--- src/hw/rtl/trle_pkg.sv ---
// Shared types and constants for the TGA run-length pixel decoder.
// Used by trle_packet_ctrl, trle_convert and tga_rle_pixel_decoder_top.
`timescale 1ns / 1ps

package trle_pkg;

  // Configuration register indexes
  localparam logic [1:0] CFG_COMPRESSED      = 2'd0;
  localparam logic [1:0] CFG_BYTES_PER_PIXEL = 2'd1;
  localparam logic [1:0] CFG_PIXEL_MODE      = 2'd2;
  localparam logic [1:0] CFG_ALPHA_BITS      = 2'd3;

  // Pixel conversion modes; the unused code behaves as raw copy
  localparam logic [1:0] MODE_RAW    = 2'd0;
  localparam logic [1:0] MODE_SWAP   = 2'd1;
  localparam logic [1:0] MODE_EXPAND = 2'd2;

  // Reset values of the configuration registers
  localparam logic       RST_COMPRESSED      = 1'b0;
  localparam logic [2:0] RST_BYTES_PER_PIXEL = 3'd3;
  localparam logic [1:0] RST_PIXEL_MODE      = MODE_SWAP;
  localparam logic [3:0] RST_ALPHA_BITS      = 4'd0;

  // Run packet headers at or above this value announce a repeated pixel
  localparam logic [7:0] RUN_HEADER_MIN = 8'd128;
  localparam logic [7:0] RUN_BIAS       = 8'd127;
  localparam logic [7:0] ALPHA_OPAQUE   = 8'd255;

  // Up to four source bytes of one pixel, byte 0 in the low slice
  typedef logic [3:0][7:0] pix_bytes_t;

  // Completion status from the packet controller
  typedef struct packed {
    logic       emit;
    logic [7:0] run;
  } emit_t;

  // One converted pixel
  typedef struct packed {
    logic [7:0] chan0;
    logic [7:0] chan1;
    logic [7:0] chan2;
    logic [7:0] chan3;
    logic [2:0] channel_count;
  } pixel_t;

endpackage

--- src/hw/rtl/trle_packet_ctrl.sv ---
// Packet and pixel assembly state for the TGA run-length pixel decoder.
// Depends on trle_pkg for the pixel byte and completion types.
`timescale 1ns / 1ps

module trle_packet_ctrl (
  input  logic               clk,
  input  logic               rst_n,
  input  logic               accept,
  input  logic [7:0]         data_byte,
  input  logic               frame_start,
  input  logic               compressed,
  input  logic [2:0]         eff_bpp,
  output trle_pkg::emit_t    status,
  output trle_pkg::pix_bytes_t pix_bytes
);

  logic [7:0] repeat_left_r, repeat_left_nxt;
  logic [7:0] literal_left_r, literal_left_nxt;
  logic [1:0] byte_pos_r, byte_pos_nxt;
  logic       collect_run_r, collect_run_nxt;
  trle_pkg::pix_bytes_t bytes_r, bytes_nxt;

  logic [7:0] rl_cur;
  logic [7:0] ll_cur;
  logic [1:0] pos_cur;
  logic       run_cur;
  logic       do_gather;
  logic       complete;

  // Frame start clears the packet state before the byte is used.
  always_comb begin
    rl_cur  = frame_start ? 8'd0 : repeat_left_r;
    ll_cur  = frame_start ? 8'd0 : literal_left_r;
    pos_cur = frame_start ? 2'd0 : byte_pos_r;
    run_cur = frame_start ? 1'b0 : collect_run_r;
  end

  // Store the byte at the current position; the pixel ends at the last byte.
  always_comb begin
    bytes_nxt          = bytes_r;
    bytes_nxt[pos_cur] = data_byte;
    complete           = ({1'b0, pos_cur} + 3'd1) >= eff_bpp;
  end

  assign pix_bytes = bytes_nxt;

  // Next packet state and completion.
  always_comb begin
    repeat_left_nxt  = rl_cur;
    literal_left_nxt = ll_cur;
    byte_pos_nxt     = pos_cur;
    collect_run_nxt  = run_cur;
    do_gather        = 1'b0;
    status.emit      = 1'b0;
    status.run       = 8'd1;
    if (!compressed) begin
      do_gather   = 1'b1;
      status.emit = complete;
    end else if (!run_cur && (ll_cur == 8'd0)) begin
      // Packet header byte
      byte_pos_nxt = 2'd0;
      if (data_byte >= trle_pkg::RUN_HEADER_MIN) begin
        repeat_left_nxt = data_byte - trle_pkg::RUN_BIAS;
        collect_run_nxt = 1'b1;
      end else begin
        literal_left_nxt = data_byte + 8'd1;
      end
    end else begin
      do_gather = 1'b1;
      if (complete) begin
        status.emit = 1'b1;
        if (run_cur) begin
          status.run      = rl_cur;
          repeat_left_nxt = 8'd0;
          collect_run_nxt = 1'b0;
        end else begin
          literal_left_nxt = ll_cur - 8'd1;
        end
      end
    end
    if (do_gather) begin
      byte_pos_nxt = complete ? 2'd0 : pos_cur + 2'd1;
    end
  end

  // Control state
  always_ff @(posedge clk) begin
    if (!rst_n) begin
      repeat_left_r  <= 8'd0;
      literal_left_r <= 8'd0;
      byte_pos_r     <= 2'd0;
      collect_run_r  <= 1'b0;
    end else if (accept) begin
      repeat_left_r  <= repeat_left_nxt;
      literal_left_r <= literal_left_nxt;
      byte_pos_r     <= byte_pos_nxt;
      collect_run_r  <= collect_run_nxt;
    end
  end

  // Pixel byte store, no reset needed
  always_ff @(posedge clk) begin
    if (accept && do_gather) begin
      bytes_r <= bytes_nxt;
    end
  end

endmodule

--- src/hw/rtl/trle_convert.sv ---
// Pixel format conversion for the TGA run-length pixel decoder.
// Depends on trle_pkg for the mode codes and pixel types.
`timescale 1ns / 1ps

module trle_convert (
  input  trle_pkg::pix_bytes_t pix_bytes,
  input  logic [2:0]           eff_bpp,
  input  logic [1:0]           pixel_mode,
  input  logic [3:0]           alpha_bits,
  output trle_pkg::pixel_t     pixel
);

  trle_pkg::pix_bytes_t b;
  logic [4:0] red5, green5, blue5;

  // Bytes past the pixel width read as zero.
  always_comb begin
    for (int k = 0; k < 4; k++) begin
      b[k] = (3'(k) < eff_bpp) ? pix_bytes[k] : 8'd0;
    end
  end

  // 5-bit fields of the little-endian 16-bit word
  assign red5   = b[1][6:2];
  assign green5 = {b[1][1:0], b[0][7:5]};
  assign blue5  = b[0][4:0];

  always_comb begin
    pixel = '0;
    case (pixel_mode)
      trle_pkg::MODE_SWAP: begin
        pixel.chan0 = b[2];
        pixel.chan1 = b[1];
        pixel.chan2 = b[0];
        if (alpha_bits != 4'd0) begin
          pixel.chan3         = b[3];
          pixel.channel_count = 3'd4;
        end else begin
          pixel.channel_count = 3'd3;
        end
      end
      trle_pkg::MODE_EXPAND: begin
        // Replicate the top bits to fill out eight bits per channel.
        pixel.chan0 = {red5, red5[4:2]};
        pixel.chan1 = {green5, green5[4:2]};
        pixel.chan2 = {blue5, blue5[4:2]};
        if (alpha_bits == 4'd1) begin
          pixel.chan3         = b[1][7] ? 8'd0 : trle_pkg::ALPHA_OPAQUE;
          pixel.channel_count = 3'd4;
        end else begin
          pixel.channel_count = 3'd3;
        end
      end
      default: begin
        pixel.chan0         = b[0];
        pixel.chan1         = b[1];
        pixel.chan2         = b[2];
        pixel.chan3         = b[3];
        pixel.channel_count = eff_bpp;
      end
    endcase
  end

endmodule

--- src/hw/rtl/tga_rle_pixel_decoder_top.sv ---
// Top level of the TGA run-length pixel decoder: configuration registers,
// packet control, conversion and the result register.
// Depends on trle_pkg, trle_packet_ctrl and trle_convert.
//
// Usage:
//   The input channel (in_valid/in_ready) carries one byte of TGA image data
//   per item, with in_frame_start marking the first byte of a new image.
//   The result channel (out_valid/out_ready) carries one converted pixel and
//   its run count whenever a pixel's last byte has been taken. Packet header
//   bytes and inner pixel bytes give no result.
//   The configuration channel (cfg_valid/cfg_ready) is always ready; write it
//   only while no item is in flight.
// Flow:
//   One byte is accepted per cycle while in_ready is high. A pixel comes
//   from a single result register, in the cycle after its last byte is taken.
// Reset:
//   Synchronous, active low. Packet state is cleared and the registers take
//   compressed=0, bytes_per_pixel=3, pixel_mode=swap, alpha_bits=0.
// Stall:
//   While a result waits with out_ready low, in_ready is low; in_ready is
//   high whenever the result register is empty or being emptied.
`timescale 1ns / 1ps

module tga_rle_pixel_decoder_top (
  input  logic       clk,
  input  logic       rst_n,
  // Configuration write channel
  input  logic       cfg_valid,
  output logic       cfg_ready,
  input  logic [1:0] cfg_index,
  input  logic [7:0] cfg_data,
  // Byte input channel
  input  logic       in_valid,
  output logic       in_ready,
  input  logic [7:0] in_data_byte,
  input  logic       in_frame_start,
  // Pixel result channel
  output logic       out_valid,
  input  logic       out_ready,
  output logic [7:0] out_chan0,
  output logic [7:0] out_chan1,
  output logic [7:0] out_chan2,
  output logic [7:0] out_chan3,
  output logic [2:0] out_channel_count,
  output logic [7:0] out_run_count
);

  logic       compressed_r;
  logic [2:0] bpp_r;
  logic [1:0] pixel_mode_r;
  logic [3:0] alpha_bits_r;

  logic       out_valid_r;
  trle_pkg::pixel_t pixel_r;
  logic [7:0] run_r;

  logic       accept;
  logic [2:0] eff_bpp;
  trle_pkg::emit_t      status;
  trle_pkg::pix_bytes_t pix_bytes;
  trle_pkg::pixel_t     pixel;

  // Configuration registers
  assign cfg_ready = 1'b1;

  always_ff @(posedge clk) begin
    if (!rst_n) begin
      compressed_r <= trle_pkg::RST_COMPRESSED;
      bpp_r        <= trle_pkg::RST_BYTES_PER_PIXEL;
      pixel_mode_r <= trle_pkg::RST_PIXEL_MODE;
      alpha_bits_r <= trle_pkg::RST_ALPHA_BITS;
    end else if (cfg_valid && cfg_ready) begin
      case (cfg_index)
        trle_pkg::CFG_COMPRESSED:      compressed_r <= cfg_data[0];
        trle_pkg::CFG_BYTES_PER_PIXEL: bpp_r        <= cfg_data[2:0];
        trle_pkg::CFG_PIXEL_MODE:      pixel_mode_r <= cfg_data[1:0];
        trle_pkg::CFG_ALPHA_BITS:      alpha_bits_r <= cfg_data[3:0];
        default: ;
      endcase
    end
  end

  // Width zero behaves as one byte, widths above four as four.
  always_comb begin
    if (bpp_r == 3'd0) begin
      eff_bpp = 3'd1;
    end else if (bpp_r > 3'd4) begin
      eff_bpp = 3'd4;
    end else begin
      eff_bpp = bpp_r;
    end
  end

  assign in_ready = !out_valid_r || out_ready;
  assign accept   = in_valid && in_ready;

  trle_packet_ctrl u_ctrl (
    .clk         (clk),
    .rst_n       (rst_n),
    .accept      (accept),
    .data_byte   (in_data_byte),
    .frame_start (in_frame_start),
    .compressed  (compressed_r),
    .eff_bpp     (eff_bpp),
    .status      (status),
    .pix_bytes   (pix_bytes)
  );

  trle_convert u_convert (
    .pix_bytes  (pix_bytes),
    .eff_bpp    (eff_bpp),
    .pixel_mode (pixel_mode_r),
    .alpha_bits (alpha_bits_r),
    .pixel      (pixel)
  );

  // Result register valid
  always_ff @(posedge clk) begin
    if (!rst_n) begin
      out_valid_r <= 1'b0;
    end else if (accept && status.emit) begin
      out_valid_r <= 1'b1;
    end else if (out_ready) begin
      out_valid_r <= 1'b0;
    end
  end

  // Result register payload
  always_ff @(posedge clk) begin
    if (accept && status.emit) begin
      pixel_r <= pixel;
      run_r   <= status.run;
    end
  end

  assign out_valid         = out_valid_r;
  assign out_chan0         = pixel_r.chan0;
  assign out_chan1         = pixel_r.chan1;
  assign out_chan2         = pixel_r.chan2;
  assign out_chan3         = pixel_r.chan3;
  assign out_channel_count = pixel_r.channel_count;
  assign out_run_count     = run_r;

endmodule
--- config.mk ---
export PLATFORM = sky130hd
export DESIGN_NAME = tga_rle_pixel_decoder_top
export DESIGN_NICKNAME = d
export VERILOG_FILES = /design/src/hw/rtl/trle_pkg.sv /design/src/hw/rtl/trle_packet_ctrl.sv /design/src/hw/rtl/trle_convert.sv /design/src/hw/rtl/tga_rle_pixel_decoder_top.sv
export SDC_FILE = /design/constraint.sdc
export NUM_CORES = 1
export LEC_CHECK = 0
export BUFFER_PORTS_ARGS = -buffer_cell sky130_fd_sc_hd__buf_2
export CAP_MARGIN = 20
export CORE_MARGIN = 5
export CORE_UTILIZATION = 57
export CTS_CLUSTER_DIAMETER = 100
export CTS_CLUSTER_SIZE = 16
export DETAILED_ROUTE_END_ITERATION = 10
export PLACE_DENSITY = 0.75
export SYNTH_ARGS = -nofsm -noshare
export SYNTH_HDL_FRONTEND = slang
export SYNTH_SLANG_ARGS = --single-unit
export TNS_END_PERCENT = 100
--- constraint.sdc ---
create_clock -name clk -period 6.1 [get_ports clk]
set_input_delay 0.305 -clock clk [delete_from_list [all_inputs] [get_ports clk]]
set_output_delay 0.305 -clock clk [all_outputs]
set_load 0.02 [all_outputs]
==> summary.md, run 1 <==
| Metric | Value |
|---|---|
| Combinational Power Share | 0.151 |
| PD cells | 254 nW/um2 |
| Placer Congestion | 0.891 |
| Rel. slew slack | 0.348 |
| Root Buffer | clkbuf_8 |
| Largest family of logic cells by synthesized area | compound AO/OA/AOI/OAI gates |
| Drt drc | 0 |
| Highest Clock Rate | 349 MHz |
| Fin. Hold Viols | 0 |
| Routed len/inst | 18.6 um |
| Post-Synth Adder-Cell Area | 0.0196 |
| # diodes | 0 |
| Register share of total power | 0.576 |
| Nets | 544 |
| Reg-to-Reg Start | u_ctrl.byte_pos_r[0] |
| Ys flop type | edfxtp_1 |
| Total CTS buffers | 9 |
| Die Width | 105 um |
| Critical path data arrival time | 3.17 ns |
| CP max FO | 9 |
| Cell Area, Placed | 5510 um2 |
| Reg clk slew, reported paths | 0.10 ns |
| Core area | 8720 um2 |
| Setup TNS | 0 ns |
| Sequential fraction of the synthesis area | 0.558 |
| Synth-to-Final Area Change | 11.2% |
| Crit path from | u_ctrl.byte_pos_r[0] |
| Skew final | 0.0144 ns |
| Yosys synthesis warning count | 0 |
| Largest net degree at the start of global routing | 44 |
| Switching Fraction | 0.276 |
| Most common cell in the netlist | edfxtp_1 |
| Status | finished clean |
| DP Wirelength | 8.07 mm |
| # rows | 34 |
| DIE AREA | 11,000 um2 |
| DP Cell Count | 609 |
| Pre-CTS setup slack | 3.07 ns |
| Post-synthesis mux area share | 0.0984 |
| Synth Register Bits | 105 |
| Area leader, netlist | edfxtp_1 |
| H-tree lvl count | 3 |
| Hold WS | 0.186 ns |
| Post-CTS Hold Buffers | 0 |
| Vias in the first global route | 3,671 |
| Syn Std Cell Area | 5110 um2 |
| DR vias/cell | 6.02 |
| CTS tree | done |
| Fin cells | 624 |
| Hold_sp | cfg_data[1] |
| Resized Gates After CTS | 0 |
| Final core utilization | 0.652 |
| WS Path Type | register to register |
| Clock sinks | 105 |
| Final period utilization | 0.469 |
| Clk_lat worst skew | 0.37 ns |
| Post-synth EDFFs | 75 |
| Drt first pass iters | 6 |
| Longest Clk Path Bufs | 2 |
| VDD IR max | 0.131 mV |
| RSZ-0062 raised after global routing | no |
| Die Ht | 105 um |
| Mapped Cells | 454 |
| Post-synth top cells | edfxtp_1, nand2_1, dfxtp_1, o21ai_0 |
| Synth Area in Compound Gates | 0.138 |
| Worst min path class | input pin to register |
| Slew Viols, Final | 0 |
| Syn Area/Cell | 11.3 um2 |
| Routed vias | 3,755 |
| Net Sw Power | 0.399 mW |
| Tightest Pin Transition | 0.977 ns |
| R2r setup slk | 3.24 ns |
| Yosys cell types | 58 |
| Final setup vio count | 0 |
| Ys async rst share | 0 |
| CP endpoint kind | register |
| Clock share of power | 0.274 |
| Internal Power | 1.04 mW |
| Initial cell density of the core | 0.586 |
| Max-cap violations | 0 |
| Power, Total | 1.44 mW |
| Worst EP required | 6.40 ns |
| Setup crit start kind | register |
| Xor and xnor area share after synthesis | 0.0103 |
| Design Area, Final | 5690 um2 |
| Fin crit period | 2.86 ns |
| IO Port Bufs | 64 |
| DRT iter0 DRCs | 297 |
| Setup Fix Bufs, Post-CTS | 0 |
| Net Count, Synth | 486 |
| Initial antenna violation count | 0 |
| Synth Area in Simple Gates | 0.137 |
| P_leak | 2.24 nW |
| Global route overflow | 0 |
| WL final | 11.6 mm |
| Final setup margin | 3.24 ns |
| First-pass GRT wire length | 19.0 mm |
| GR Util All Layers | 0.214 |
| Layout cells sized above 1 | 0.236 |
| # IOs | 70 |
| Post-DRT Antenna Nets | 0 |
| Synth top area cells | edfxtp_1, dfxtp_1, mux2_2, mux2i_1, nand2_1 |
| Synth top area share | 0.441 |
==> sequential cells by signal, summed over array words and instances, names as in the netlist, 4 cells and up <==
name,flops
u_ctrl.repeat_left_r,8
alpha_bits_r,4
u_ctrl.bytes_r,32
out_chan2,8
u_ctrl.literal_left_r,8
out_run_count,8
out_chan0,8
out_chan1,8
out_chan3,8
==> layer usage <==
layer / track usage / wire [um] / up-vias
li1: - / - / 1787
met1: 0.294 / 5150 / 1805
met2: 0.343 / 5510 / 142
met3: 0.0370 / 725 / 21
met4: 0.0813 / 253 / 0
met5: 0 / 0 / -
==> power by group through the flow <==
stage	Sequential [mW]	Clock [mW]	Combinational, mW
after global placement	0.845	0	0.210
final	0.831	0.395	0.218
after floorplan	0.865	0	0.128
after CTS	0.831	0.402	0.216
after detailed placement	0.847	0	0.215
after global routing	0.835	0.433	0.237
==> layout make-up <==
cell class                      count  area (um2)
Inverter                           26        97.6
Clock buffer                        9         124
Tap cell                          108         135
Multi-Input combinational cell    301        2070
Timing Repair Buffer               69         358
Sequential cell                   105        2850
Clock inverter                      6        51.3
Fill cell                         668        3040
==> cell families (layout without fill, tap and decap cells) <==
group | Yosys count | after routing
xor+xnor | 6 | 6
other cells | 1 | 1
simple gates | 132 | 132
buf+inv | 48 | 110
compound gates | 107 | 107
fa+ha+maj | 8 | 8
mux | 47 | 47
flops | 105 | 105
==> critical path, cell delays in order (launching register included) <==
cell     delay, ns
dfxtp_1       0.41
nor2b_1       0.27
nand2_1       0.33
inv_1         0.14
ha_1          0.24
a21oi_1       0.16
o21a_1        0.32
o21ai_0       0.14
a21oi_1       0.54
a22o_1        0.25
==> placed cells by master (no fill, tap or decap), drive strengths merged, types with 5 or more instances in the layout <==
cell type  count
a21oi         26
a22oi          5
and2           8
buf           69
clkbuf         9
dfxtp         30
edfxtp        75
ha             8
inv           27
mux2          26
mux2i         21
nand2         40
nand2b        12
nand3         10
nor2          20
nor2b          7
nor3           9
nor3b          5
o21a           8
o21ai         30
o2bb2ai        5
==> path summary, 6_finish.rpt <==
check	cells after the start	end
setup reg to reg	9	u_ctrl.repeat_left_r[7]
hold reg to reg	1	u_ctrl.repeat_left_r[3]
setup / recovery	9	u_ctrl.repeat_left_r[7]
hold / removal	3	bpp_r[1]
Note: power is estimated with default switching activity, not from simulation.
==> run 2, diff against run 1 <==
==> constraint.sdc (replaced) <==
create_clock -name clk -period 3 [get_ports clk]
set_input_delay 0.15 -clock clk [delete_from_list [all_inputs] [get_ports clk]]
set_output_delay 0.15 -clock clk [all_outputs]
set_load 0.02 [all_outputs]
==> summary.md, run 2 (same netlist as run 1, synthesis figures left out) <==
| Metric | Value |
|---|---|
| Clock sinks | 105 (unchanged) |
| VDD IR max | 0.312 mV (was 0.131 mV) |
| CP endpoint kind | register (unchanged) |
| GR Util All Layers | 0.213 (was 0.214) |
| Nets | 551 (was 544) |
| Clk_lat worst skew | 0.38 ns (was 0.37 ns) |
| Core area | 8720 um2 (unchanged) |
| Worst path cell trace | nor2b_1, nand2_1, inv_1, ha_1, a21oi_1, o21a_1, o21ai_0, a21oi_1, a22o_1 (unchanged) |
| WL final | 11.5 mm (was 11.6 mm) |
| DRT iter0 DRCs | 207 (was 297) |
| Pre-CTS setup slack | 0.468 ns (was 3.07 ns) |
| Commonest non-fill, non-tap cells in the layout | edfxtp_1, buf_2, nand2_1, dfxtp_1, o21ai_0 (unchanged) |
| Largest net degree at the start of global routing | 44 (unchanged) |
| Layout cells sized above 1 | 0.250 (was 0.236) |
| # IOs | 70 (unchanged) |
| Global route overflow | 0 (unchanged) |
| Critical path's top delay family | compound AO/OA/AOI/OAI gates (unchanged) |
| WS Path Type | register to register (unchanged) |
| Fin crit period | 2.55 ns (was 2.86 ns) |
| H-tree lvl count | 3 (unchanged) |
| Post-CTS Hold Buffers | 0 (unchanged) |
| RSZ-0062 raised after global routing | no (unchanged) |
| Worst path bufs/invs | 1 (unchanged) |
| IO Port Bufs | 64 (unchanged) |
| Worst min path class | input pin to register (unchanged) |
| Final setup margin | 0.453 ns (was 3.24 ns) |
| Slew Viols, Final | 0 (unchanged) |
| Setup TNS | 0 ns (unchanged) |
| Die Width | 105 um (unchanged) |
| Drt drc | 0 (unchanged) |
| Initial antenna violation count | 0 (unchanged) |
| Max-cap violations | 0 (unchanged) |
| Setup Fix Bufs, Post-CTS | 0 (unchanged) |
| Slowest CP cell | a21oi_1 (unchanged) |
| Highest Clock Rate | 393 MHz (was 349 MHz) |
| Setup crit start kind | register (unchanged) |
| # diodes | 0 (unchanged) |
| Flip-flop count of the largest register after layout | 32 (unchanged) |
| Rel. slew slack | 0.474 (was 0.348) |
| CTS tree | done (unchanged) |
| Drt first pass iters | 5 (was 6) |
| Die Ht | 105 um (unchanged) |
| Post-DRT Antenna Nets | 0 (unchanged) |
| CP max FO | 8 (was 9) |
| PD cells | 516 nW/um2 (was 254 nW/um2) |
| P_leak | 2.26 nW (was 2.24 nW) |
| First-pass GRT wire length | 19.0 mm (about the same) |
| Synth-to-Final Area Change | 12.8% (was 11.2%) |
| Cell mode on critical path | a21oi_1 (unchanged) |
| Routed len/inst | 18.2 um (was 18.6 um) |
| Routed vias | 3,743 (was 3,755) |
| Fin. Hold Viols | 0 (unchanged) |
| DIE AREA | 11,000 um2 (unchanged) |
| CP peak stage delay | 0.51 ns (was 0.54 ns) |
| Resized Gates After CTS | 0 (unchanged) |
| Worst EP required | 3.32 ns (was 6.40 ns) |
| DP Wirelength | 8.13 mm (was 8.07 mm) |
| Placer Congestion | 0.863 (was 0.891) |
| Critical path data arrival time | 2.86 ns (was 3.17 ns) |
| Final setup vio count | 0 (unchanged) |
| Vias in the first global route | 3,749 (was 3,671) |
| Skew final | 0.0205 ns (was 0.0144 ns) |
| Top reg by flops | u_ctrl.bytes_r (unchanged) |
| Final period utilization | 0.849 (was 0.469) |
| # rows | 34 (unchanged) |
| Reg clk slew, reported paths | 0.10 ns (about the same) |
| Power, Total | 2.98 mW (was 1.44 mW) |
| Longest Clk Path Bufs | 2 (unchanged) |
| DR vias/cell | 5.92 (was 6.02) |
| Total CTS buffers | 9 (unchanged) |
| Hold WS | 0.0332 ns (was 0.186 ns) |
| Status | finished clean (unchanged) |
| Root Buffer | clkbuf_8 (unchanged) |
| Commonest non-fill, non-tap cell in the layout | edfxtp_1 (unchanged) |
| Initial cell density of the core | 0.586 (unchanged) |
| Tightest Pin Transition | 0.789 ns (was 0.977 ns) |
-- run 2: report_power, final --
group / total (mW) / internal [mW] / switching, mW
combinational: 0.448 / 0.160 / 0.289
clock: 0.839 / 0.317 / 0.522
sequential: 1.69 / 1.66 / 0.0280
total: 2.98 / 2.14 / 0.839
-- run 2: path summary, 6_finish.rpt --
path / start / end / slack, ns / cells past startpoint
setup / recovery: u_ctrl.byte_pos_r[0] / u_ctrl.repeat_left_r[0] / 0.45 / 9
hold / removal: cfg_data[2] / bpp_r[2] / 0.03 / 3
setup reg to reg: u_ctrl.byte_pos_r[0] / u_ctrl.repeat_left_r[0] / 0.45 / 9
hold reg to reg: u_ctrl.repeat_left_r[4] / u_ctrl.repeat_left_r[4] / 0.47 / 1
-- run 2: area by class of cell --
| type | count | area [um2] |
|---|---|---|
| clock buffers | 9 | 124 |
| clock inverters | 7 | 63.8 |
| fillers | 665 | 2960 |
| inverters | 26 | 101 |
| multi-input cells | 301 | 2080 |
| flip-flops and latches | 105 | 2850 |
| well taps | 108 | 135 |
| repair buffers | 76 | 410 |
-- run 2: worst reg2reg max path: stages (launching register included) --
cell and delay, ns:
dfxtp_1 0.41, nor2b_1 0.26, nand2_1 0.14, inv_1 0.08
ha_1 0.23, a21oi_1 0.16, o21a_1 0.33, o21ai_0 0.14
a21oi_1 0.51, a22o_1 0.23
-- run 2: through the flow --
stage | area [um2] | instances | utilization
2_1_floorplan | 5130 | 454 | -
6_report | 5760 | 632 | 0.661
4_1_cts | 5760 | 632 | 0.661
3_5_place_dp | 5580 | 616 | 0.639
3_3_place_gp | 5580 | 616 | 0.639
5_1_grt | 5760 | 632 | 0.661
-- run 2: layer usage --
layer	global-route usage	wire length, um	vias to the layer above
met5	0	0	-
met4	0.0922	256	0
met3	0.0296	591	22
met2	0.346	5540	127
met1	0.287	5120	1801
li1	-	-	1793
==> run 3, diff against run 2 <==
--- a/config.mk
+++ b/config.mk
@@ -5,14 +5,15 @@
 export SDC_FILE = /design/constraint.sdc
 export NUM_CORES = 1
 export LEC_CHECK = 0
+export ABC_AREA = 1
 export BUFFER_PORTS_ARGS = -buffer_cell sky130_fd_sc_hd__buf_2
 export CAP_MARGIN = 20
 export CORE_MARGIN = 5
-export CORE_UTILIZATION = 57
+export CORE_UTILIZATION = 53
 export CTS_CLUSTER_DIAMETER = 100
 export CTS_CLUSTER_SIZE = 16
 export DETAILED_ROUTE_END_ITERATION = 10
-export PLACE_DENSITY = 0.75
+export PLACE_DENSITY = 0.73
 export SYNTH_ARGS = -nofsm -noshare
 export SYNTH_HDL_FRONTEND = slang
 export SYNTH_SLANG_ARGS = --single-unit
==> constraint.sdc (replaced) <==
create_clock -name clk -period 2.3 [get_ports clk]
set_input_delay 0.115 -clock clk [delete_from_list [all_inputs] [get_ports clk]]
set_output_delay 0.115 -clock clk [all_outputs]
set_load 0.02 [all_outputs]
==> summary.md, run 3 <==
| Metric | Value |
|---|---|
| Synth-to-Final Area Change | 18.4% (was 12.8%) |
| Ys flop type | edfxtp_1 (unchanged) |
| CP endpoint kind | register (unchanged) |
| Clock sinks | 105 (unchanged) |
| Area leader, netlist | edfxtp_1 (unchanged) |
| R2r setup slk | 0.08 ns (was 0.45 ns) |
| Setup crit start kind | register (unchanged) |
| Yosys cell types | 39 (was 58) |
| Die Width | 113 um (was 105 um) |
| Top reg by flops | u_ctrl.bytes_r (unchanged) |
| Die Ht | 113 um (was 105 um) |
| Sequential fraction of the synthesis area | 0.508 (was 0.558) |
| Layout fillers | 863 (was 665) |
| Rel. slew slack | 0.552 (was 0.474) |
| Reg clk slew, reported paths | 0.11 ns (was 0.10 ns) |
| DR WL met2 | 6.95 mm (was 5.54 mm) |
| Syn Std Cell Area | 5620 um2 (was 5110 um2) |
| Commonest non-fill, non-tap cells in the layout | nand2_1, inv_1, o21ai_0, edfxtp_1, buf_2 (was edfxtp_1, buf_2, nand2_1, dfxtp_1, o21ai_0) |
| Status | finished clean (unchanged) |
| DR vias/cell | 5.50 (was 5.92) |
| First-pass GRT wire length | 22.5 mm (was 19.0 mm) |
| Critical R2R Capture | out_chan3[0] (was u_ctrl.repeat_left_r[0]) |
| # rows | 37 (was 34) |
| Largest net degree at the start of global routing | 40 (was 44) |
| Final setup vio count | 0 (unchanged) |
| Fin crit period | 2.22 ns (was 2.55 ns) |
| Core area | 10,300 um2 (was 8720 um2) |
| Met3 WL post-DR | 1.20 mm (was 591 um) |
| Layout cells sized above 1 | 0.200 (was 0.250) |
| Longest Clk Path Bufs | 2 (unchanged) |
| Initial antenna violation count | 0 (unchanged) |
| CTS tree | done (unchanged) |
| WS Path Type | register to register (unchanged) |
| Syn Area/Cell | 8.16 um2 (was 11.3 um2) |
| Fin. Hold Viols | 0 (unchanged) |
| VDD IR max | 0.388 mV (was 0.312 mV) |
| Most common cell in the netlist | nand2_1 (was edfxtp_1) |
| GR Util All Layers | 0.218 (was 0.213) |
| Cell Area, Placed | 6120 um2 (was 5580 um2) |
| H-tree lvl count | 3 (unchanged) |
| Total CTS buffers | 9 (unchanged) |
| Drt drc | 0 (unchanged) |
| Routed len/inst | 16.1 um (was 18.2 um) |
| DRT iter0 DRCs | 518 (was 207) |
| Synth Register Bits | 105 (unchanged) |
| # diodes | 0 (unchanged) |
| Critical Path Sink | out_chan3[0] (was u_ctrl.repeat_left_r[0]) |
| Flip-flop count of the largest register after layout | 32 (unchanged) |
| DIE AREA | 12,800 um2 (was 11,000 um2) |
| Routed vias | 4,992 (was 3,743) |
| Mapped Cells | 689 (was 454) |
| Placer Congestion | 0.894 (was 0.863) |
| Root Buffer | clkbuf_8 (unchanged) |
| Post-synth EDFFs | 75 (unchanged) |
| Slew Viols, Final | 0 (unchanged) |
| DP Wirelength | 9.73 mm (was 8.13 mm) |
| Drt first pass iters | 5 (unchanged) |
| Top layer in use | met4 (unchanged) |
| Yosys synthesis warning count | 0 (unchanged) |
| Nets | 798 (was 551) |
| Post-DRT Antenna Nets | 0 (unchanged) |
| Synth top area cells | edfxtp_1, nand2_1, dfxtp_1, o21ai_0, inv_1 (was edfxtp_1, dfxtp_1, mux2_2, mux2i_1, nand2_1) |
| Post-synth top cells | nand2_1, inv_1, o21ai_0, edfxtp_1, nand3_1 (was edfxtp_1, nand2_1, dfxtp_1, o21ai_0) |
| Final period utilization | 0.965 (was 0.849) |
| Highest Clock Rate | 450 MHz (was 393 MHz) |
| Max-cap violations | 0 (unchanged) |
| PD cells | 748 nW/um2 (was 516 nW/um2) |
| # IOs | 70 (unchanged) |
| Initial cell density of the core | 0.544 (was 0.586) |
| Commonest non-fill, non-tap cell in the layout | nand2_1 (was edfxtp_1) |
| CP max FO | 10 (was 8) |
| R2R depth | 14 (was 9) |
| Vias in the first global route | 4,584 (was 3,749) |
| Power, Total | 4.97 mW (was 2.98 mW) |
| Skew final | 0.0189 ns (was 0.0205 ns) |
| Synth top area share | 0.401 (was 0.441) |
| Worst min path class | input pin to register (unchanged) |
| Critical path data arrival time | 2.36 ns (was 2.86 ns) |
| IO Port Bufs | 64 (unchanged) |
| Tightest Pin Transition | 0.671 ns (was 0.789 ns) |
| Hold WS | 0.0148 ns (was 0.0332 ns) |
| P_leak | 2.96 nW (was 2.26 nW) |
| Reg-to-Reg Start | u_ctrl.byte_pos_r[0] (unchanged) |
| Design Area, Final | 6650 um2 (was 5760 um2) |
| WL final | 14.6 mm (was 11.5 mm) |
| Ys async rst share | 0 (unchanged) |
| Worst EP required | 2.44 ns (was 3.32 ns) |
| Net Count, Synth | 721 (was 486) |
| Crit path from | u_ctrl.byte_pos_r[0] (unchanged) |
| DRT met1 WL | 6.13 mm (was 5.12 mm) |
| Global route overflow | 0 (unchanged) |
| Clk_lat worst skew | 0.39 ns (was 0.38 ns) |
-- run 3: cell types whose count changed after synthesis, moves of 10 or more --
cell	before	now
o21ai_0	27	80
nand2b_1	12	0
nand3_1	10	55
nand2_1	40	185
o21ai_1	1	14
mux2i_1	21	0
a21oi_1	26	38
mux2_2	26	0
inv_1	25	81
nor2_1	20	30
-- run 3: worst min path at each step --
stage	endpoint	start	cells after the start	slack (ns)
after floorplan	bpp_r[0]	cfg_data[0]	2	0.25
after CTS	out_valid	out_ready	4	0.01
final	out_valid	out_ready	4	0.01
after global placement	pixel_mode_r[1]	cfg_data[1]	3	0.39
after detailed placement	pixel_mode_r[0]	cfg_data[0]	3	0.40
after global routing	alpha_bits_r[3]	cfg_data[3]	3	0.07
-- run 3: logic make-up after synthesis --
family                     after synthesis  share of synthesized area
other                                    1                   0.000667
buffers and inverters                  123                     0.0944
and+or+nand+nor                        299                      0.231
xor gates and xnor gates                 3                    0.00468
adders and majority gates                8                     0.0178
AOI/OAI and AO/OA                      150                      0.143
DFF                                    105                      0.508
-- run 3: report_power, final --
part	leakage, nW	internal, mW	switching [mW]
registers	0.954	2.28	0.0581
clock network	0.122	0.726	0.656
logic	1.88	0.442	0.814
-- run 3: cell type report --
type	instances	area, um2	share of cell area
clock buffer	9	124	0.0186
clock inverter	7	116	0.0175
inverter	93	359	0.0540
multi-input combinational	461	2350	0.353
sequential	105	2860	0.429
tap	136	170	0.0256
timing repair buffer	96	679	0.102
-- run 3: layer usage --
metal	vias to the layer above	track usage
met5	-	0
met4	0	0.0617
met3	25	0.0481
met2	214	0.359
met1	2314	0.291
li1	2439	-
-- run 3: worst max-delay path: stages, from the launching register on --
cell,delay [ns]
dfxtp_2,0.35
inv_2,0.06
nor2_4,0.10
inv_2,0.08
nor2_4,0.11
inv_2,0.05
nand2_2,0.08
ha_4,0.21
nand3_1,0.10
nand3_2,0.11
buf_8,0.16
nand2_2,0.09
clkinvlp_4,0.13
buf_12,0.17
clkbuf_16,0.17
-- run 3: timing repair --
item	4_1_cts	5_1_grt
cloned	0	6
endpoints found under the setup margin	11	60
setup buffers	0	6
endpoints found under the hold margin	2	0
hold buffers	2	0
gates resized for setup	1	16
pin swaps	0	2
-- run 3: metrics by stage --
step,std cells,setup slack [ns],utilization,TNS [ns]
final,907,0.0801,0.644,0
after global routing,907,-0.00359,0.644,-0.0215
after CTS,895,0.0775,0.619,0
after detailed placement,877,-0.00630,0.593,-0.0129
after global placement,877,0.117,0.593,0
after floorplan,689,-0.623,-,-26.77
